--- src/hw/rtl/descriptor_loop_tlv_parser_core_assert.svh ---
// Assertion macros shared by the descriptor loop parser RTL.
`ifndef DESCRIPTOR_LOOP_TLV_PARSER_CORE_ASSERT_SVH
`define DESCRIPTOR_LOOP_TLV_PARSER_CORE_ASSERT_SVH

// The condition must hold in the same cycle as the trigger.
`define DLP_ASSERT_SAME(label, clk, rst, trig, cond) \
   label: assert property (@(posedge clk) disable iff (rst) (trig) |-> (cond)) \
      else $error("descriptor loop parser: same-cycle check failed");

// The condition must hold in the cycle after the trigger.
`define DLP_ASSERT_NEXT(label, clk, rst, trig, cond) \
   label: assert property (@(posedge clk) disable iff (rst) (trig) |=> (cond)) \
      else $error("descriptor loop parser: next-cycle check failed");

`endif

--- src/hw/rtl/dlp_pkg.sv ---
// Shared types and constants of the descriptor loop parser.
package dlp_pkg;

   localparam int MaxLoopBytes = 4095;
   localparam int LenW = 12;
   localparam int BlW = $clog2(MaxLoopBytes + 1);
   localparam int CmpW = (BlW > 8) ? BlW : 8;
   localparam int CntW = 11;
   localparam int RoleW = 3;
   localparam int CsrAddrW = 3;
   localparam int CsrDataW = 32;

   typedef logic [RoleW-1:0] role_type;
   localparam role_type RoleTag = 3'd0;
   localparam role_type RoleLen = 3'd1;
   localparam role_type RolePay = 3'd2;
   localparam role_type RoleDisc = 3'd3;
   localparam role_type RoleOut = 3'd4;

   typedef enum logic [3:0] {
      PhIdle = 4'b0001,
      PhTag  = 4'b0010,
      PhLen  = 4'b0100,
      PhPay  = 4'b1000
   } phase_type;

   typedef logic [CsrAddrW-1:0] csr_addr_type;
   localparam csr_addr_type CsrMatchTag = 3'd0;

   typedef struct packed {
      logic [7:0]      data_byte;
      logic            loop_start;
      logic [LenW-1:0] loop_length;
   } item_type;

   typedef struct packed {
      role_type        byte_role;
      logic [7:0]      desc_tag;
      logic [7:0]      desc_length;
      logic [7:0]      payload_offset;
      logic            desc_complete;
      logic            tag_match;
      logic            first_match_res;
      logic [CntW-1:0] desc_ordinal;
      logic [CntW-1:0] match_ordinal;
      logic            loop_done;
   } result_type;

endpackage

--- src/hw/rtl/dlp_csr.sv ---
// Configuration register block holding the searched descriptor tag.
module dlp_csr (
   input  logic                   clock,
   input  logic                   reset,
   input  logic                   csr_psel,
   input  logic                   csr_penable,
   input  logic                   csr_pwrite,
   input  dlp_pkg::csr_addr_type  csr_paddr,
   input  logic [31:0]            csr_pwdata,
   output logic [31:0]            csr_prdata,
   output logic                   csr_pready,
   output logic [7:0]             match_tag
);
   import dlp_pkg::*;

   logic [7:0] match_tag_ff;
   logic [7:0] match_tag_in;
   logic       wr_en;

   assign csr_pready = 1'b1;
   assign wr_en = csr_psel && csr_penable && csr_pwrite && csr_pready;
   assign match_tag = match_tag_ff;

   always_comb begin
      match_tag_in = match_tag_ff;
      if (wr_en && (csr_paddr == CsrMatchTag)) begin
         match_tag_in = csr_pwdata[7:0];
      end
   end

   always_ff @(posedge clock) begin
      if (reset) begin
         match_tag_ff <= '0;
      end else begin
         match_tag_ff <= match_tag_in;
      end
   end

   always_comb begin
      unique case (csr_paddr)
         CsrMatchTag: csr_prdata = {{(CsrDataW - 8){1'b0}}, match_tag_ff};
         default:     csr_prdata = '0;
      endcase
   end

endmodule

--- src/hw/rtl/dlp_parse.sv ---
// Parser state and the per-byte classification logic.
module dlp_parse (
   input  logic                clock,
   input  logic                reset,
   input  logic                fire,
   input  dlp_pkg::item_type   item,
   input  logic [7:0]          match_tag,
   output dlp_pkg::result_type result
);
   import dlp_pkg::*;

   phase_type       phase_ff, phase_in;
   logic [BlW-1:0]  bytes_left_ff, bytes_left_in;
   logic [7:0]      payload_left_ff, payload_left_in;
   logic [7:0]      current_tag_ff, current_tag_in;
   logic [7:0]      current_length_ff, current_length_in;
   logic [CntW-1:0] valid_count_ff, valid_count_in;
   logic [CntW-1:0] matched_count_ff, matched_count_in;
   logic            found_flag_ff, found_flag_in;

   phase_type       ph_e;
   logic [BlW-1:0]  bl_e;
   logic [7:0]      pl_e;
   logic [7:0]      ctag_e;
   logic [7:0]      clen_e;
   logic [CntW-1:0] vc_e;
   logic [CntW-1:0] mc_e;
   logic            ff_e;
   logic [BlW-1:0]  start_len;
   logic [7:0]      pl_dec;
   logic [7:0]      b;

   assign b = item.data_byte;

   always_comb begin
      if (32'(item.loop_length) > MaxLoopBytes) begin
         start_len = BlW'(MaxLoopBytes);
      end else begin
         start_len = BlW'(item.loop_length);
      end
   end

   always_comb begin
      if (item.loop_start) begin
         ph_e   = (start_len != '0) ? PhTag : PhIdle;
         bl_e   = start_len;
         pl_e   = '0;
         ctag_e = '0;
         clen_e = '0;
         vc_e   = '0;
         mc_e   = '0;
         ff_e   = 1'b0;
      end else begin
         ph_e   = phase_ff;
         bl_e   = bytes_left_ff;
         pl_e   = payload_left_ff;
         ctag_e = current_tag_ff;
         clen_e = current_length_ff;
         vc_e   = valid_count_ff;
         mc_e   = matched_count_ff;
         ff_e   = found_flag_ff;
      end
   end

   assign pl_dec = pl_e - 8'd1;

   always_comb begin
      phase_in          = ph_e;
      bytes_left_in     = bl_e;
      payload_left_in   = pl_e;
      current_tag_in    = ctag_e;
      current_length_in = clen_e;
      valid_count_in    = vc_e;
      matched_count_in  = mc_e;
      found_flag_in     = ff_e;
      result            = '0;
      result.byte_role  = RoleOut;

      if (bl_e != '0) begin
         unique case (ph_e)
            PhTag: begin
               if (bl_e < BlW'(2)) begin
                  result.byte_role = RoleDisc;
                  phase_in = PhIdle;
               end else begin
                  current_tag_in = b;
                  current_length_in = '0;
                  result.byte_role = RoleTag;
                  result.desc_tag = b;
                  phase_in = PhLen;
               end
            end
            PhLen: begin
               current_length_in = b;
               result.desc_tag = ctag_e;
               result.desc_length = b;
               if (CmpW'(b) >= CmpW'(bl_e)) begin
                  result.byte_role = RoleDisc;
                  phase_in = PhIdle;
               end else begin
                  result.byte_role = RoleLen;
                  if (b == 8'd0) begin
                     result.desc_complete = 1'b1;
                     phase_in = PhTag;
                  end else begin
                     payload_left_in = b;
                     phase_in = PhPay;
                  end
               end
            end
            PhPay: begin
               result.byte_role = RolePay;
               result.desc_tag = ctag_e;
               result.desc_length = clen_e;
               result.payload_offset = clen_e - pl_e;
               payload_left_in = pl_dec;
               if (pl_dec == 8'd0) begin
                  result.desc_complete = 1'b1;
                  phase_in = PhTag;
               end
            end
            default: begin
               result.byte_role = RoleDisc;
            end
         endcase

         if (result.desc_complete) begin
            result.desc_ordinal = vc_e;
            if (ctag_e == match_tag) begin
               result.tag_match = 1'b1;
               result.first_match_res = !ff_e;
               result.match_ordinal = mc_e;
               matched_count_in = mc_e + CntW'(1);
               found_flag_in = 1'b1;
            end
            valid_count_in = vc_e + CntW'(1);
         end

         bytes_left_in = bl_e - BlW'(1);
         if (bytes_left_in == '0) begin
            result.loop_done = 1'b1;
            phase_in = PhIdle;
         end
      end
   end

   always_ff @(posedge clock) begin
      if (reset) begin
         phase_ff          <= PhIdle;
         bytes_left_ff     <= '0;
         payload_left_ff   <= '0;
         current_tag_ff    <= '0;
         current_length_ff <= '0;
         valid_count_ff    <= '0;
         matched_count_ff  <= '0;
         found_flag_ff     <= 1'b0;
      end else if (fire) begin
         phase_ff          <= phase_in;
         bytes_left_ff     <= bytes_left_in;
         payload_left_ff   <= payload_left_in;
         current_tag_ff    <= current_tag_in;
         current_length_ff <= current_length_in;
         valid_count_ff    <= valid_count_in;
         matched_count_ff  <= matched_count_in;
         found_flag_ff     <= found_flag_in;
      end
   end

endmodule

--- src/hw/rtl/descriptor_loop_tlv_parser_core.sv ---
// Top level of the descriptor loop parser: request and response registers around the parser.
//
//   Channel   Direction   Handshake               Carries
//   req_      in          req_valid / req_stall   one loop byte with start flag and length
//   rsp_      out         rsp_valid / rsp_stall   classification of that byte
//   csr_      in/out      APB-style               match_tag at byte address 0
//
// Each request is registered, classified against the parser state and written to the
// response register, so a byte can be taken on every clock while no response is stalled.
// A response becomes valid once its request has passed the request and response registers.
// Reset is synchronous and clears the parser state, both valid flags and match_tag.
// A stalled response holds the request register; requests are stalled only then.
module descriptor_loop_tlv_parser_core (
   input  logic                        clock,
   input  logic                        reset,
   input  logic                        req_valid,
   output logic                        req_stall,
   input  logic [7:0]                  req_data_byte,
   input  logic                        req_loop_start,
   input  logic [11:0]                 req_loop_length,
   output logic                        rsp_valid,
   input  logic                        rsp_stall,
   output logic [2:0]                  rsp_byte_role,
   output logic [7:0]                  rsp_desc_tag,
   output logic [7:0]                  rsp_desc_length,
   output logic [7:0]                  rsp_payload_offset,
   output logic                        rsp_desc_complete,
   output logic                        rsp_tag_match,
   output logic                        rsp_first_match_res,
   output logic [10:0]                 rsp_desc_ordinal,
   output logic [10:0]                 rsp_match_ordinal,
   output logic                        rsp_loop_done,
   input  logic                        csr_psel,
   input  logic                        csr_penable,
   input  logic                        csr_pwrite,
   input  logic [2:0]                  csr_paddr,
   input  logic [31:0]                 csr_pwdata,
   output logic [31:0]                 csr_prdata,
   output logic                        csr_pready
);
   import dlp_pkg::*;

   `include "descriptor_loop_tlv_parser_core_assert.svh"

   item_type   item_ff, item_in;
   logic       s1_valid_ff, s1_valid_in;
   result_type result_ff, result_in;
   logic       rsp_valid_ff, rsp_valid_in;
   result_type parse_result;
   logic [7:0] match_tag;
   logic       out_free;
   logic       fire;

   dlp_csr u_csr (
      .clock       (clock),
      .reset       (reset),
      .csr_psel    (csr_psel),
      .csr_penable (csr_penable),
      .csr_pwrite  (csr_pwrite),
      .csr_paddr   (csr_paddr),
      .csr_pwdata  (csr_pwdata),
      .csr_prdata  (csr_prdata),
      .csr_pready  (csr_pready),
      .match_tag   (match_tag)
   );

   dlp_parse u_parse (
      .clock     (clock),
      .reset     (reset),
      .fire      (fire),
      .item      (item_ff),
      .match_tag (match_tag),
      .result    (parse_result)
   );

   assign out_free  = !rsp_valid_ff || !rsp_stall;
   assign fire      = s1_valid_ff && out_free;
   assign req_stall = s1_valid_ff && !out_free;

   always_comb begin
      item_in     = item_ff;
      s1_valid_in = s1_valid_ff;
      if (!req_stall) begin
         s1_valid_in = req_valid;
         item_in.data_byte = req_data_byte;
         item_in.loop_start = req_loop_start;
         item_in.loop_length = req_loop_length;
      end
   end

   always_comb begin
      result_in    = result_ff;
      rsp_valid_in = rsp_valid_ff;
      if (out_free) begin
         rsp_valid_in = s1_valid_ff;
      end
      if (fire) begin
         result_in = parse_result;
      end
   end

   always_ff @(posedge clock) begin
      if (reset) begin
         s1_valid_ff  <= 1'b0;
         rsp_valid_ff <= 1'b0;
      end else begin
         s1_valid_ff  <= s1_valid_in;
         rsp_valid_ff <= rsp_valid_in;
      end
   end

   always_ff @(posedge clock) begin
      item_ff   <= item_in;
      result_ff <= result_in;
   end

   assign rsp_valid           = rsp_valid_ff;
   assign rsp_byte_role       = result_ff.byte_role;
   assign rsp_desc_tag        = result_ff.desc_tag;
   assign rsp_desc_length     = result_ff.desc_length;
   assign rsp_payload_offset  = result_ff.payload_offset;
   assign rsp_desc_complete   = result_ff.desc_complete;
   assign rsp_tag_match       = result_ff.tag_match;
   assign rsp_first_match_res = result_ff.first_match_res;
   assign rsp_desc_ordinal    = result_ff.desc_ordinal;
   assign rsp_match_ordinal   = result_ff.match_ordinal;
   assign rsp_loop_done       = result_ff.loop_done;

   `DLP_ASSERT_SAME(a_stall_needs_item, clock, reset, req_stall, s1_valid_ff && rsp_valid_ff)
   `DLP_ASSERT_NEXT(a_held_item_kept, clock, reset, s1_valid_ff && rsp_valid_ff && rsp_stall,
      s1_valid_ff && rsp_valid_ff)
   `DLP_ASSERT_SAME(a_match_is_complete, clock, reset, rsp_valid_ff && rsp_first_match_res,
      rsp_tag_match && rsp_desc_complete && (rsp_byte_role == RoleLen || rsp_byte_role == RolePay))

endmodule

--- config.mk ---
export PLATFORM = sky130hd
export DESIGN_NAME = descriptor_loop_tlv_parser_core
export DESIGN_NICKNAME = d
export VERILOG_FILES = /design/src/hw/rtl/dlp_pkg.sv /design/src/hw/rtl/dlp_csr.sv /design/src/hw/rtl/dlp_parse.sv /design/src/hw/rtl/descriptor_loop_tlv_parser_core.sv
export VERILOG_INCLUDE_DIRS = /design/src /design/src/hw/rtl
export SDC_FILE = /design/constraint.sdc
export NUM_CORES = 1
export LEC_CHECK = 0
export ABC_CLOCK_PERIOD_IN_PS = 8500
export BUFFER_PORTS_ARGS = -buffer_cell sky130_fd_sc_hd__buf_2
export CAP_MARGIN = 20
export CORE_MARGIN = 2
export CORE_UTILIZATION = 62
export CTS_BUF_LIST = sky130_fd_sc_hd__clkbuf_8
export CTS_CLUSTER_DIAMETER = 80
export CTS_CLUSTER_SIZE = 24
export DETAILED_ROUTE_END_ITERATION = 8
export GPL_TIMING_DRIVEN = 0
export PLACE_DENSITY_LB_ADDON = 0.08
export SLEW_MARGIN = 15
export SYNTH_ARGS = -nofsm -noshare
export SYNTH_HDL_FRONTEND = slang
export SYNTH_SLANG_ARGS = --single-unit
--- constraint.sdc ---
create_clock -name clock -period 8.5 [get_ports clock]
set_input_delay 1.7 -clock clock [delete_from_list [all_inputs] [get_ports clock]]
set_output_delay 1.7 -clock clock [all_outputs]
set_load 0.05 [all_outputs]
# --- Word-level counts from Yosys, hierarchy flattened ---
# Cells that the tools add are included.
word_totals:
  reg_bits: 147
  inputBits: 63
  elab_cells: 104
  output_inout_bits: 88
op_classes:
  n_lt_le_gt_ge: 2
  add_sub_neg: 5
  mux: 49
  eq_ne: 4
  n_reduce_logical: 20
ops:
  columns: ["operator", "count"]
  rows:
  - ["two-way mux 8 bit", 13]
  - ["two-way mux 11 bit", 7]
  - ["case mux 8 bit (2 select lines)", 4]
  - ["two-way mux 12 bit", 2]
  - ["two-way mux 4 bit", 6]
  - ["nonzero test 12 bit", 2]
  - ["adder 11 x 1 -> 11 bit, second input constant", 2]
  - ["zero test 8 bit", 2]
  - [">= comparator 8 x 12 -> 1 bit", 1]
  - ["zero test 12 bit", 1]
  - ["less-than comparator 12 x 2 -> 1 bit, second input constant", 1]
  - ["case mux 4 bit (3 select lines)", 1]
  - ["subtractor 12 x 1 -> 12 bit, second input constant", 1]
  - ["two-way mux 1 bit", 9]
  - ["== test 8 bit", 1]
  - ["two-way mux 2 bit", 4]
  - ["subtractor 8 x 1 -> 8 bit, second input constant", 1]
  - ["subtractor 8 bit", 1]
  - ["case mux 2 bit (3 select lines)", 1]
  - ["logical AND 1 bit", 5]
  - ["== test 4 x 2 -> 1 bit, second input constant", 1]
  - ["== test 4 x 3 -> 1 bit, second input constant", 1]
  - ["== test 4 bit, second input constant", 1]
  - ["zero test 1 bit", 4]
  - ["7 further kinds", 8]

# --- Logic depth before layout (Yosys ltp) ---
# Gate-level depths: netlist of the first run.
depth:
  word_depth: 8
  depth_mapped: 17
  mapped_depth_nobuf: 12

# --- Hierarchy ---
# From an unflattened synthesis of the first run, not the netlist that was laid out.
hier_totals:
  hier_cells: 809
  hier_area_um2: 8015.2
by_module_without_submodules:
  columns: ["module", "seq_area_each_um2", "area_each_um2", "cells_per_inst", "n_inst"]
  rows:
  - ["dlp_parse", 1261.2, 5074.9, 655, 1]
  - ["descriptor_loop_tlv_parser_core", 2262.2, 2304.7, 83, 1]
  - ["dlp_csr", 160.2, 635.6, 71, 1]

# --- Worst setup path after synthesis of the first run ---
# Ideal clock, no wire load.
synth_path:
  kind: "input-to-output"
  from: "input rsp_stall"
  to: "output req_stall"
  path_stages: 2
  arrival_ns: 2.820
  n_path_buf: 0
  path_slack_ns: 3.980
  path_cell_list: "nand3_1 > inv_1"
synth_via:
  elab_chain_cells: 4
synth_lines:
  columns: ["item", "line", "source"]
  rows:
  - ["start, declared", "descriptor_loop_tlv_parser_core.sv:22", "input logic rsp_stall,"]
  - ["zero test 1 bit", "descriptor_loop_tlv_parser_core.sv:76", "assign out_free = !rsp_valid_ff || !rsp_stall;"]
  - ["logical OR 1 bit", "descriptor_loop_tlv_parser_core.sv:76", null]
  - ["zero test 1 bit", "descriptor_loop_tlv_parser_core.sv:78", "assign req_stall = s1_valid_ff && !out_free;"]
  - ["logical AND 1 bit", "descriptor_loop_tlv_parser_core.sv:78", null]
  - ["end, declared", "descriptor_loop_tlv_parser_core.sv:17", "output logic req_stall,"]
# Every way passes these cells.

# --- Final worst setup path of the first run ---
layout_path:
  from: "register item_ff[12] (netlist name)"
  to: "register u_parse.matched_count_ff[2]"
layout_via:
  elab_chain_cells: 8
  word_cells_on_any_way: 20
  classes_between: "add/sub: 2; order compare: 1; eq/ne: 3; mux: 12; reduce/logical: 2"
layout_lines:
  columns: ["item", "line", "source"]
  rows:
  - ["start, declared", "descriptor_loop_tlv_parser_core.sv:45", "item_type item_ff, item_in;"]
  - ["start signal, assigned", "descriptor_loop_tlv_parser_core.sv:113", "item_ff <= item_in;"]
  - ["two-way mux 8 bit", "dlp_parse.sv:44", "if (item.loop_start) begin"]
  - ["subtractor 8 x 1 -> 8 bit", "dlp_parse.sv:65", "assign pl_dec = pl_e - 8'd1;"]
  - ["zero test 8 bit", "dlp_parse.sv:117", "if (pl_dec == 8'd0) begin"]
  - ["two-way mux 1 bit", "dlp_parse.sv:117", null]
  - ["case mux 1 bit (2 select lines)", "dlp_parse.sv:80", "unique case (ph_e)"]
  - ["two-way mux 1 bit", "dlp_parse.sv:79", "if (bl_e != '0) begin"]
  - ["two-way mux 11 bit", "dlp_parse.sv:127", "if (result.desc_complete) begin"]
  - ["two-way mux 11 bit *", "dlp_parse.sv:79", null]
  - ["end signal, assigned", "dlp_parse.sv:164", "matched_count_ff <= matched_count_in;"]
  - ["end, declared", "dlp_parse.sv:18", "logic [CntW-1:0] matched_count_ff, matched_count_in;"]
# Mark *: on every way between the ends. The rest lies on a longest branch, timed or not. The select of a mux whose other input is x is not followed.
# A chain may end at the register's enable or synchronous reset.

==> results of run 1 <==
==> state kept, by name, indices dropped and copies added, names as in the netlist, 11 cells and up <==
signal                    count
rsp_match_ordinal            11
u_parse.matched_count_ff     11
rsp_desc_ordinal             11
u_parse.valid_count_ff       11
item_ff                      21
u_parse.bytes_left_ff        12
==> kinds of logic after synthesis <==
logic type | Yosys count | synth area share (%)
AND/OR/NAND/NOR | 286 | 19.6
AO/OA/AOI/OAI | 185 | 17.0
flip-flops | 147 | 47.6
buffers and inverters | 86 | 5.77
multiplexers | 28 | 3.73
XOR/XNOR | 23 | 2.60
adder cells (fa/ha/maj) | 22 | 3.65
other | 2 | 0.0970
==> power groups by stage <==
stage	registers [W]	clock network (W)	logic (W)
after floorplan	0.000835	0	0.000135
after global placement	0.000804	0	0.000222
after detailed placement	0.000805	0	0.000226
after CTS	0.000789	0.000622	0.000227
after global routing	0.000792	0.000647	0.000247
final	0.000790	0.000618	0.000231
==> through the flow <==
| stage | std cells | utilization (%) | area [um^2] | hold WS (ns) | setup WS, ns |
|---|---|---|---|---|---|
| floorplan | 802 | - | 7830 | 0.432 | 3.98 |
| global placement | 1070 | 70.5 | 8540 | 0.444 | 2.52 |
| detailed placement | 1070 | 70.6 | 8550 | 0.450 | 3.72 |
| CTS | 1102 | 74.3 | 9000 | 0.462 | 3.69 |
| global route | 1102 | 74.3 | 9000 | 0.515 | 3.24 |
| finish | 1102 | 74.3 | 9000 | 0.465 | 3.53 |
==> cell type report <==
type	instances	share of cell area [%]
Timing Repair Buffer	100	5.56
Buffer	68	4.25
Sequential cell	147	40.9
Inverter	18	0.751
Clock buffer	22	3.36
Multi-Input combinational cell	569	41.1
Clock inverter	10	1.70
Tap cell	168	2.33
==> worst register-to-register path: cells and delay by family (launching register included) <==
| kind | cells | cell delay [ns] |
|---|---|---|
| adder cells (fa/ha/maj) | 1 | 0.30 |
| buffers and inverters | 7 | 1.92 |
| AND/OR/NAND/NOR | 2 | 0.58 |
| flip-flops | 1 | 0.46 |
| AO/OA/AOI/OAI | 4 | 0.87 |
| multiplexers | 2 | 0.75 |
==> cell usage in the layout, fill, tap and decap left out, drive strengths merged, types with 24 or more instances in the layout <==
cell type	instances
edfxtp	74
dfxtp	73
buf	137
nor2	71
clkbuf	53
a22o	25
and3	37
conb	25
a21oi	47
nand2	53
nand3	24
==> worst min path at each step <==
stage,start,endpoint,slack [ns],depth (start not counted)
after CTS,u_parse.found_flag_ff,u_parse.found_flag_ff,0.46,2
final,u_parse.found_flag_ff,u_parse.found_flag_ff,0.47,2
after detailed placement,u_parse.found_flag_ff,u_parse.found_flag_ff,0.45,2
after global placement,u_parse.found_flag_ff,u_parse.found_flag_ff,0.44,2
after floorplan,u_parse.found_flag_ff,u_parse.found_flag_ff,0.43,2
after global routing,u_parse.bytes_left_ff[6],u_parse.bytes_left_ff[6],0.51,2
==> metal layers <==
layer / vias up / track usage, % / part of all wire, %
met2: 407 / 53.6 / 48
met3: 72 / 7.01 / 9.1
met1: 3262 / 41.2 / 40
met5: - / 0 / 0
li1: 3157 / - / -
met4: 0 / 16.5 / 3.1
==> flow_summary.json, run 1 <==
{
  "status": "complete, no violations",
  "worst-path-max-fanout": 10,
  "rr_worst_depth": 16,
  "cts.sink_count": 147,
  "setup.worst_path.end": "u_parse.matched_count_ff[2]",
  "final.fill_count": 937,
  "critPathKind": "reg2reg",
  "worst_setup_hold_path_clk_slew_ns": 0.08,
  "finalWorstPathRequiredPeriod_ns": 4.97,
  "synthMostInstantiatedCell": "sky130_fd_sc_hd__edfxtp_1",
  "synth_common_cells": "sky130_fd_sc_hd__edfxtp_1 (74), sky130_fd_sc_hd__dfxtp_1 (73), sky130_fd_sc_hd__nor2_1 (70)",
  "ys_seq_area_share_pct": 47.6,
  "dieHeight_um": 116,
  "p_sw_w": 0.000447,
  "power.static_leakage_nw": 3.71,
  "pwr_density_cell_nw_per_um2": 182,
  "first_global_vias": 6569,
  "yosys-top-cells-area": "sky130_fd_sc_hd__edfxtp_1 (29%), sky130_fd_sc_hd__dfxtp_1 (19%), sky130_fd_sc_hd__ha_1 (3.4%)",
  "max_slew.worst_pin.slew_ns": 0.969,
  "crit_path_max_incr_delay_ns": 0.46,
  "internal_power_w": 0.00119,
  "cts.path.max_buffers": 2,
  "worstPathBufferInverterCount": 7,
  "multi_input_area_um2": 3700,
  "antenna_cells": 0,
  "final_layout_size_suffix_gt1_share_pct": 20.2,
  "cts_repair_resize_count": 0,
  "critPathCaptureType": "flip-flop",
  "floorplan.die.width_um": 116,
  "drv_cap": 0,
  "post_synth_instance_area_um2": 7750,
  "unrepaired_setup_endpoints_after_global_routing": "no",
  "detail_route.wl_per_cell_um": 19.4,
  "worst_setup_path_startpoint": "item_ff[12]",
  "netlist_instances": 779,
  "core_region_area_um2": 12100,
  "layout.area.seq_um2": 3680,
  "drt_wl_total_mm": 21.4,
  "report.final.slew_viol_count": 0,
  "yosysTopAreaCellShare_pct": 28.7,
  "final_hold_viol_count": 0,
  "floorplan.die_area_um2": 13400,
  "ys_dominant_reg_cell": "sky130_fd_sc_hd__edfxtp_1",
  "route.vias.total": 6898,
  "combPwrFrac_pct": 14.1,
  "area_delta_synth_final_pct": 16.2,
  "vdd_drop_max_uv": 104,
  "starting_density_of_the_core_pct": 64.0,
  "cp-start-kind": "flip-flop",
  "design.portCount": 151,
  "finish.net_count": 1006,
  "critical_path.most_common_cell": "sky130_fd_sc_hd__buf_2",
  "cts_htree_levels": 4,
  "sequential_share_of_power_pct": 48.2,
  "routabilityCongestion": 0.967,
  "tns_ns": 0,
  "regToRegEndpoint": "u_parse.matched_count_ff[2]",
  "initialDrtViolationCount": 738,
  "via_per_inst": 6.26,
  "synth_async_sr_flop_share_pct": 0,
  "power_w": 0.00164,
  "grtUsageTotal_pct": 32.8,
  "io_buffer_count": 100,
  "data_arrival_time_at_the_worst_slack_endpoint_ns": 5.33,
  "critical_path.top_delay_family": "buffers and inverters",
  "cp_data_required_time_ns": 8.86,
  "max_slew_margin_pct": 35.2,
  "yosys_warnings": 0,
  "share_clk_of_total_power_pct": 37.7,
  "crit_cells": 16,
  "insertion_delay_ns": 0.47,
  "grt_first_pass_wirelength_mm": 33.4,
  "period_utilization_pct": 58.5,
  "globalRoute.totalOverflow": 0,
  "row_count": 40,
  "route.antenna.remaining_nets": 0,
  "yosys_reg_bits": 147,
  "min-delay-path-class": "reg2reg",
  "tritoncts": "done",
  "swShare_pct": 27.3,
  "post_synth_num_cell_types": 77,
  "tritoncts.num_buffers": 17,
  "postCtsHoldBufs": 0,
  "netlist.top_cell.by_area": "sky130_fd_sc_hd__edfxtp_1",
  "antenna_found_initial": 0,
  "post_cts_buffers": 0,
  "drtPass1Iterations": 7,
  "finalSetupViolCount": 0,
  "grt_max_degree": 63,
  "finalClockSkew_ns": 0.00959,
  "path_cells": "buf_6, buf_6, buf_2, buf_2, buf_2, mux2i_1, inv_1, ha_1, nand2b_1, a21oi_1, o21ai_0, a21oi_1, clkbuf_1, a31oi_2, nor4b_1, mux2_2",
  "post_synth_edffs": 74,
  "post_synth.cell_area_avg_um2": 9.94,
  "dp_hpwl_mm": 15.1,
  "ff_to_ff_start": "item_ff[12]",
  "slowest_stage": "sky130_fd_sc_hd__edfxtp_1",
  "drt_drc_violations_left": 0,
  "max_freq_mhz": 201,
  "reg2reg_setup_slack_ns": 3.53,
  "clockRootBuffer": "sky130_fd_sc_hd__clkbuf_8"
}
Note: power is estimated with default switching activity, not from simulation.
==> run 2, diff against run 1 <==
--- a/config.mk
+++ b/config.mk
@@ -6,11 +6,12 @@
 export SDC_FILE = /design/constraint.sdc
 export NUM_CORES = 1
 export LEC_CHECK = 0
-export ABC_CLOCK_PERIOD_IN_PS = 8500
+export ABC_AREA = 1
+export ABC_CLOCK_PERIOD_IN_PS = 5000
 export BUFFER_PORTS_ARGS = -buffer_cell sky130_fd_sc_hd__buf_2
 export CAP_MARGIN = 20
 export CORE_MARGIN = 2
-export CORE_UTILIZATION = 62
+export CORE_UTILIZATION = 58
 export CTS_BUF_LIST = sky130_fd_sc_hd__clkbuf_8
 export CTS_CLUSTER_DIAMETER = 80
 export CTS_CLUSTER_SIZE = 24
==> constraint.sdc (replaced) <==
create_clock -name clock -period 5 [get_ports clock]
set_input_delay 1 -clock clock [delete_from_list [all_inputs] [get_ports clock]]
set_output_delay 1 -clock clock [all_outputs]
set_load 0.05 [all_outputs]
==> flow_summary.json, run 2 <==
{
  "status": "complete, no violations",
  "floorplan.die.width_um": 123,
  "route.vias.total": 7405,
  "synth_common_cells": "sky130_fd_sc_hd__nand2_1 (251), sky130_fd_sc_hd__inv_1 (133), sky130_fd_sc_hd__nor2_1 (118)",
  "layout.cells.most_common": "sky130_fd_sc_hd__nand2_1",
  "post_synth_edffs": 74,
  "reg2reg_setup_slack_ns": 1.11,
  "initialDrtViolationCount": 678,
  "drt_drc_violations_left": 0,
  "timing.hold.ws_ns": 0.469,
  "cts_repair_resize_count": 0,
  "post_synth_num_cell_types": 48,
  "critPathCaptureType": "flip-flop",
  "ys_seq_area_share_pct": 45.0,
  "cts_htree_levels": 4,
  "worst-path-max-fanout": 10,
  "power.static_leakage_nw": 4.33,
  "netlist.top_cell.by_area": "sky130_fd_sc_hd__edfxtp_1",
  "cp-start-kind": "flip-flop",
  "grt_first_pass_wirelength_mm": 32.4,
  "finalSetupViolCount": 0,
  "tritoncts.num_buffers": 17,
  "antenna_cells": 0,
  "period_utilization_pct": 77.7,
  "cp_data_required_time_ns": 5.40,
  "report.final.slew_viol_count": 0,
  "cts.path.max_buffers": 2,
  "dieHeight_um": 123,
  "netlist_instances": 1061,
  "place_ws_ns": 1.17,
  "largest_registers": "item_ff (21), u_parse.bytes_left_ff (12)",
  "yosysTopAreaCellShare_pct": 27.2,
  "max_freq_mhz": 257,
  "grt_max_degree": 63,
  "io_buffer_count": 101,
  "yosys_reg_bits": 147,
  "tritoncts": "done",
  "starting_density_of_the_core_pct": 59.2,
  "drv_cap": 0,
  "final_layout_size_suffix_gt1_share_pct": 18.2,
  "row_count": 43,
  "tns_ns": 0,
  "floorplan.die_area_um2": 15100,
  "layout_common_cells": "sky130_fd_sc_hd__nand2_1 (251), sky130_fd_sc_hd__inv_1 (135), sky130_fd_sc_hd__nor2_1 (118)",
  "registers.top_by_ff_count": "item_ff",
  "min-delay-path-class": "reg2reg",
  "finalWorstPathRequiredPeriod_ns": 3.89,
  "unrepaired_setup_endpoints_after_global_routing": "no",
  "drtPass1Iterations": 6,
  "data_arrival_time_at_the_worst_slack_endpoint_ns": 4.29,
  "post_synth.cell_area_avg_um2": 7.71,
  "routabilityCongestion": 0.950,
  "insertion_delay_ns": 0.47,
  "max_slew_margin_pct": 44.7,
  "first_global_vias": 6524,
  "ys_dominant_reg_cell": "sky130_fd_sc_hd__edfxtp_1",
  "drt_wl_total_mm": 20.8,
  "worst_setup_hold_path_clk_slew_ns": 0.08,
  "yosys_warnings": 0,
  "post_cts_buffers": 0,
  "via_per_inst": 5.30,
  "core_region_area_um2": 13800,
  "clockRootBuffer": "sky130_fd_sc_hd__clkbuf_8",
  "globalRoute.totalOverflow": 0,
  "detail_route.wl_per_cell_um": 14.9,
  "post_synth_instance_area_um2": 8180,
  "design.portCount": 151,
  "area_delta_synth_final_pct": 15.4,
  "antenna_found_initial": 0,
  "vdd_drop_max_uv": 197,
  "cts.sink_count": 147,
  "synthMostInstantiatedCell": "sky130_fd_sc_hd__nand2_1",
  "pwr_density_cell_nw_per_um2": 298,
  "critPathKind": "reg2reg",
  "postCtsHoldBufs": 0,
  "final_critical_path_setup_slack_ns": 1.11,
  "final_hold_viol_count": 0,
  "dp_hpwl_mm": 14.9,
  "route.antenna.remaining_nets": 0,
  "finalClockSkew_ns": 0.0152,
  "finish.net_count": 1289,
  "yosys-top-cells-area": "sky130_fd_sc_hd__edfxtp_1 (27%), sky130_fd_sc_hd__dfxtp_1 (18%), sky130_fd_sc_hd__nand2_1 (12%)",
  "synth_async_sr_flop_share_pct": 0,
  "max_slew.worst_pin.slew_ns": 0.829,
  "grtUsageTotal_pct": 28.4,
  "largest_register_ffs": 21
}
## run 2: final timing paths
kind                                     start                            to  depth (start not counted)
setup reg to reg                   item_ff[12]   u_parse.matched_count_ff[3]                         23
hold / removal    u_parse.matched_count_ff[10]  u_parse.matched_count_ff[10]                          2
setup / recovery                   item_ff[12]   u_parse.matched_count_ff[3]                         23
hold reg to reg   u_parse.matched_count_ff[10]  u_parse.matched_count_ff[10]                          2
## run 2: cell families after synthesis
kind of cell,synth area share [%]
compound gates,11.9
xor+xnor,1.18
fa+ha+maj,3.46
buf+inv,11.4
flops,45.0
other cells,0.0918
simple gates,26.9
## run 2: area by class of cell
cell class | count | area, um^2
fill | 1222 | 4390
inverter | 142 | 538
clock buffer | 20 | 275
buffer | 62 | 399
clock inverter | 12 | 163
multi-input combinational | 733 | 3650
tap | 180 | 225
timing repair buffer | 101 | 505
sequential | 147 | 3680
## run 2: through the flow
stage          cell area (um^2)  util (%)  cells  power, W
6_report                   9440      68.3   1397   0.00281
5_1_grt                    9440      68.3   1397   0.00291
4_1_cts                    9440      68.3   1397   0.00281
3_5_place_dp               9000      65.1   1365   0.00180
3_3_place_gp               9000      65.1   1365   0.00180
2_1_floorplan              8270         -   1084   0.00169
## run 2: layer usage
metal  part of all wire (%)  GRT usage (%)  routed length, um  vias up
met3                    9.7           5.20               2020       43
met2                     43           43.2               8980      355
li1                       -              -                  -     3702
met5                      0              0                  0        -
met1                     44           39.8               9120     3305
met4                    3.1           11.9                635        0
## run 2: worst max-delay path, stage by stage, from the launching register on
cell,delay [ns]
sky130_fd_sc_hd__edfxtp_1,0.38
sky130_fd_sc_hd__buf_6,0.17
sky130_fd_sc_hd__inv_4,0.08
sky130_fd_sc_hd__buf_8,0.17
sky130_fd_sc_hd__buf_6,0.19
sky130_fd_sc_hd__buf_2,0.27
sky130_fd_sc_hd__buf_1,0.53
sky130_fd_sc_hd__nand2_1,0.29
sky130_fd_sc_hd__ha_1,0.32
sky130_fd_sc_hd__inv_1,0.08
sky130_fd_sc_hd__nor2_1,0.07
sky130_fd_sc_hd__nand2_1,0.07
sky130_fd_sc_hd__nand2_1,0.07
sky130_fd_sc_hd__nor2_1,0.08
sky130_fd_sc_hd__nand2_1,0.06
sky130_fd_sc_hd__nor2_1,0.12
sky130_fd_sc_hd__nand2_2,0.11
sky130_fd_sc_hd__nand2_4,0.15
sky130_fd_sc_hd__nand3_4,0.14
sky130_fd_sc_hd__nor2_4,0.18
sky130_fd_sc_hd__nand2_1,0.09
sky130_fd_sc_hd__nand2_1,0.07
sky130_fd_sc_hd__nand2_1,0.06
sky130_fd_sc_hd__nor2_1,0.07
## run 2: where the power goes
group | internal (W) | leakage (nW) | switching (W) | total, W
clock network | 0.000577 | 0.235 | 0.000453 | 0.00103
registers | 0.00131 | 1.35 | 0.0000278 | 0.00134
logic | 0.000126 | 2.74 | 0.000318 | 0.000444
==> run 3, diff against run 2 <==
--- a/config.mk
+++ b/config.mk
@@ -7,7 +7,7 @@
 export NUM_CORES = 1
 export LEC_CHECK = 0
 export ABC_AREA = 1
-export ABC_CLOCK_PERIOD_IN_PS = 5000
+export ABC_CLOCK_PERIOD_IN_PS = 3650
 export BUFFER_PORTS_ARGS = -buffer_cell sky130_fd_sc_hd__buf_2
 export CAP_MARGIN = 20
 export CORE_MARGIN = 2
==> constraint.sdc (replaced) <==
create_clock -name clock -period 3.65 [get_ports clock]
set_input_delay 0.73 -clock clock [delete_from_list [all_inputs] [get_ports clock]]
set_output_delay 0.73 -clock clock [all_outputs]
set_load 0.05 [all_outputs]
==> flow_summary.json, run 3 (synthesized netlist as in run 2, its figures left out) <==
{
  "vdd_drop_max_uv": 272,
  "tritoncts": "done",
  "timing.hold.ws_ns": 0.438,
  "clockRootBuffer": "sky130_fd_sc_hd__clkbuf_8",
  "max_freq_mhz": 291,
  "floorplan.die.width_um": 123,
  "grtUsageTotal_pct": 28.3,
  "detail_route.wl_per_cell_um": 14.8,
  "unrepaired_setup_endpoints_after_global_routing": "no",
  "pwr_density_cell_nw_per_um2": 408,
  "largest_register_ffs": 21,
  "worst_setup_path_startpoint": "item_ff[12]",
  "insertion_delay_ns": 0.46,
  "drt_wl_total_mm": 20.6,
  "dp_hpwl_mm": 14.9,
  "sequential_share_of_power_pct": 47.7,
  "period_utilization_pct": 94.0,
  "finish.net_count": 1287,
  "drt_drc_violations_left": 0,
  "combPwrFrac_pct": 15.8,
  "final.fill_count": 1223,
  "data_arrival_time_at_the_worst_slack_endpoint_ns": 3.65,
  "antenna_found_initial": 0,
  "tritoncts.num_buffers": 17,
  "cp-start-kind": "flip-flop",
  "min-delay-start": "req_data_byte[6]",
  "min-delay-path-class": "in2reg",
  "cts_htree_levels": 4,
  "layout.cells.most_common": "sky130_fd_sc_hd__nand2_1",
  "slowest_stage": "sky130_fd_sc_hd__fa_1",
  "initialDrtViolationCount": 746,
  "ff_to_ff_start": "item_ff[12]",
  "finalWorstPathRequiredPeriod_ns": 3.43,
  "internal_power_w": 0.00276,
  "io_buffer_count": 101,
  "route.antenna.remaining_nets": 0,
  "row_count": 43,
  "grt_max_degree": 63,
  "max_slew_margin_pct": 46.0,
  "path_cells": "buf_6, buf_6, clkbuf_1, buf_2, nor2_1, inv_1, ha_1, fa_1, o31ai_1, and2_1, nor2_1, o21bai_1, or2_2, a21oi_1",
  "largest_registers": "item_ff (21), u_parse.bytes_left_ff (12)",
  "crit_path_max_incr_delay_ns": 0.40,
  "cts.sink_count": 147,
  "worst-path-max-fanout": 10,
  "share_clk_of_total_power_pct": 36.6,
  "grt_first_pass_wirelength_mm": 32.4,
  "via_per_inst": 5.25,
  "final_hold_viol_count": 0,
  "registers.top_by_ff_count": "item_ff",
  "area_delta_synth_final_pct": 15.3,
  "power.static_leakage_nw": 4.32,
  "max_slew.worst_pin.slew_ns": 0.810,
  "layout_common_cells": "sky130_fd_sc_hd__nand2_1 (251), sky130_fd_sc_hd__inv_1 (135), sky130_fd_sc_hd__nor2_1 (118)",
  "starting_density_of_the_core_pct": 59.2,
  "critPathKind": "reg2reg",
  "drv_cap": 0,
  "dpl.cell_count": 1365,
  "swShare_pct": 28.3,
  "final_layout_size_suffix_gt1_share_pct": 18.3,
  "drtPass1Iterations": 6,
  "dieHeight_um": 123,
  "status": "complete, no violations",
  "cts.path.max_buffers": 2,
  "globalRoute.totalOverflow": 0,
  "cp_data_required_time_ns": 3.87,
  "first_global_vias": 6527,
  "design.portCount": 151,
  "power_w": 0.00384,
  "core_region_area_um2": 13800,
  "finalSetupViolCount": 0,
  "finalClockSkew_ns": 0.0160,
  "route.vias.total": 7330,
  "report.final.slew_viol_count": 0,
  "final_standard_cell_count_with_taps_included_and_fillers_excluded": 1395,
  "p_sw_w": 0.00109,
  "antenna_cells": 0,
  "routabilityCongestion": 0.950,
  "floorplan.die_area_um2": 15100,
  "critPathCaptureType": "flip-flop",
  "worst_setup_hold_path_clk_slew_ns": 0.09
}
[run 3: path summary, 6_finish.rpt]
| kind | endpoint | slack (ns) | cells after the start |
|---|---|---|---|
| hold / removal | item_ff[19] | 0.44 | 1 |
| setup reg to reg | rsp_payload_offset[6] | 0.22 | 14 |
| setup / recovery | rsp_payload_offset[6] | 0.22 | 14 |
| hold reg to reg | u_parse.matched_count_ff[10] | 0.47 | 2 |
[run 3: through the flow]
step	worst slack, ns	setup TNS [ns]	utilization, %	instance area [um^2]
floorplan	0.695	0	-	8270
global placement	-0.164	-3.59	65.1	9000
detailed placement	-0.179	-3.91	65.1	9000
CTS	0.0509	0	68.2	9440
global route	0.0536	0	68.2	9430
finish	0.219	0	68.2	9430
[run 3: power by group through the flow]
stage | sequential, W | combinational, W | clock [W]
final | 0.00183 | 0.000607 | 0.00140
after global routing | 0.00184 | 0.000668 | 0.00148
after CTS | 0.00183 | 0.000602 | 0.00142
after detailed placement | 0.00187 | 0.000600 | 0
after global placement | 0.00187 | 0.000594 | 0
after floorplan | 0.00192 | 0.000394 | 0
[run 3: timing repair]
action	4_1_cts	5_1_grt
cloned	0	0
hold buffers	0	0
endpoints found under the setup margin	42	27
gates resized for setup	0	2
buffers inserted	0	0
[run 3: layer usage]
| layer | wire length, um | vias up | GRT usage (%) |
|---|---|---|---|
| li1 | - | 3704 | - |
| met1 | 9210 | 3259 | 39.7 |
| met2 | 8900 | 321 | 43.0 |
| met3 | 1890 | 46 | 5.16 |
| met4 | 610 | 0 | 12.4 |
| met5 | 0 | - | 0 |
[run 3: cell type report]
cell class | instances | area, um^2 | area share [%]
Sequential cell | 147 | 3680 | 39.1
Multi-Input combinational cell | 733 | 3650 | 38.7
Inverter | 142 | 538 | 5.70
Timing Repair Buffer | 101 | 505 | 5.36
Buffer | 60 | 392 | 4.15
Clock buffer | 20 | 275 | 2.92
Tap cell | 180 | 225 | 2.39
Clock inverter | 12 | 163 | 1.72
[run 3: critical path: cells and delay by family (launching register included)]
kind                       cells  cell delay (ns)
buffers and inverters          5             1.09
and+or+nand+nor                4             0.57
adders and majority gates      2             0.62
AOI/OAI and AO/OA              3             0.54
DFF                            1             0.38
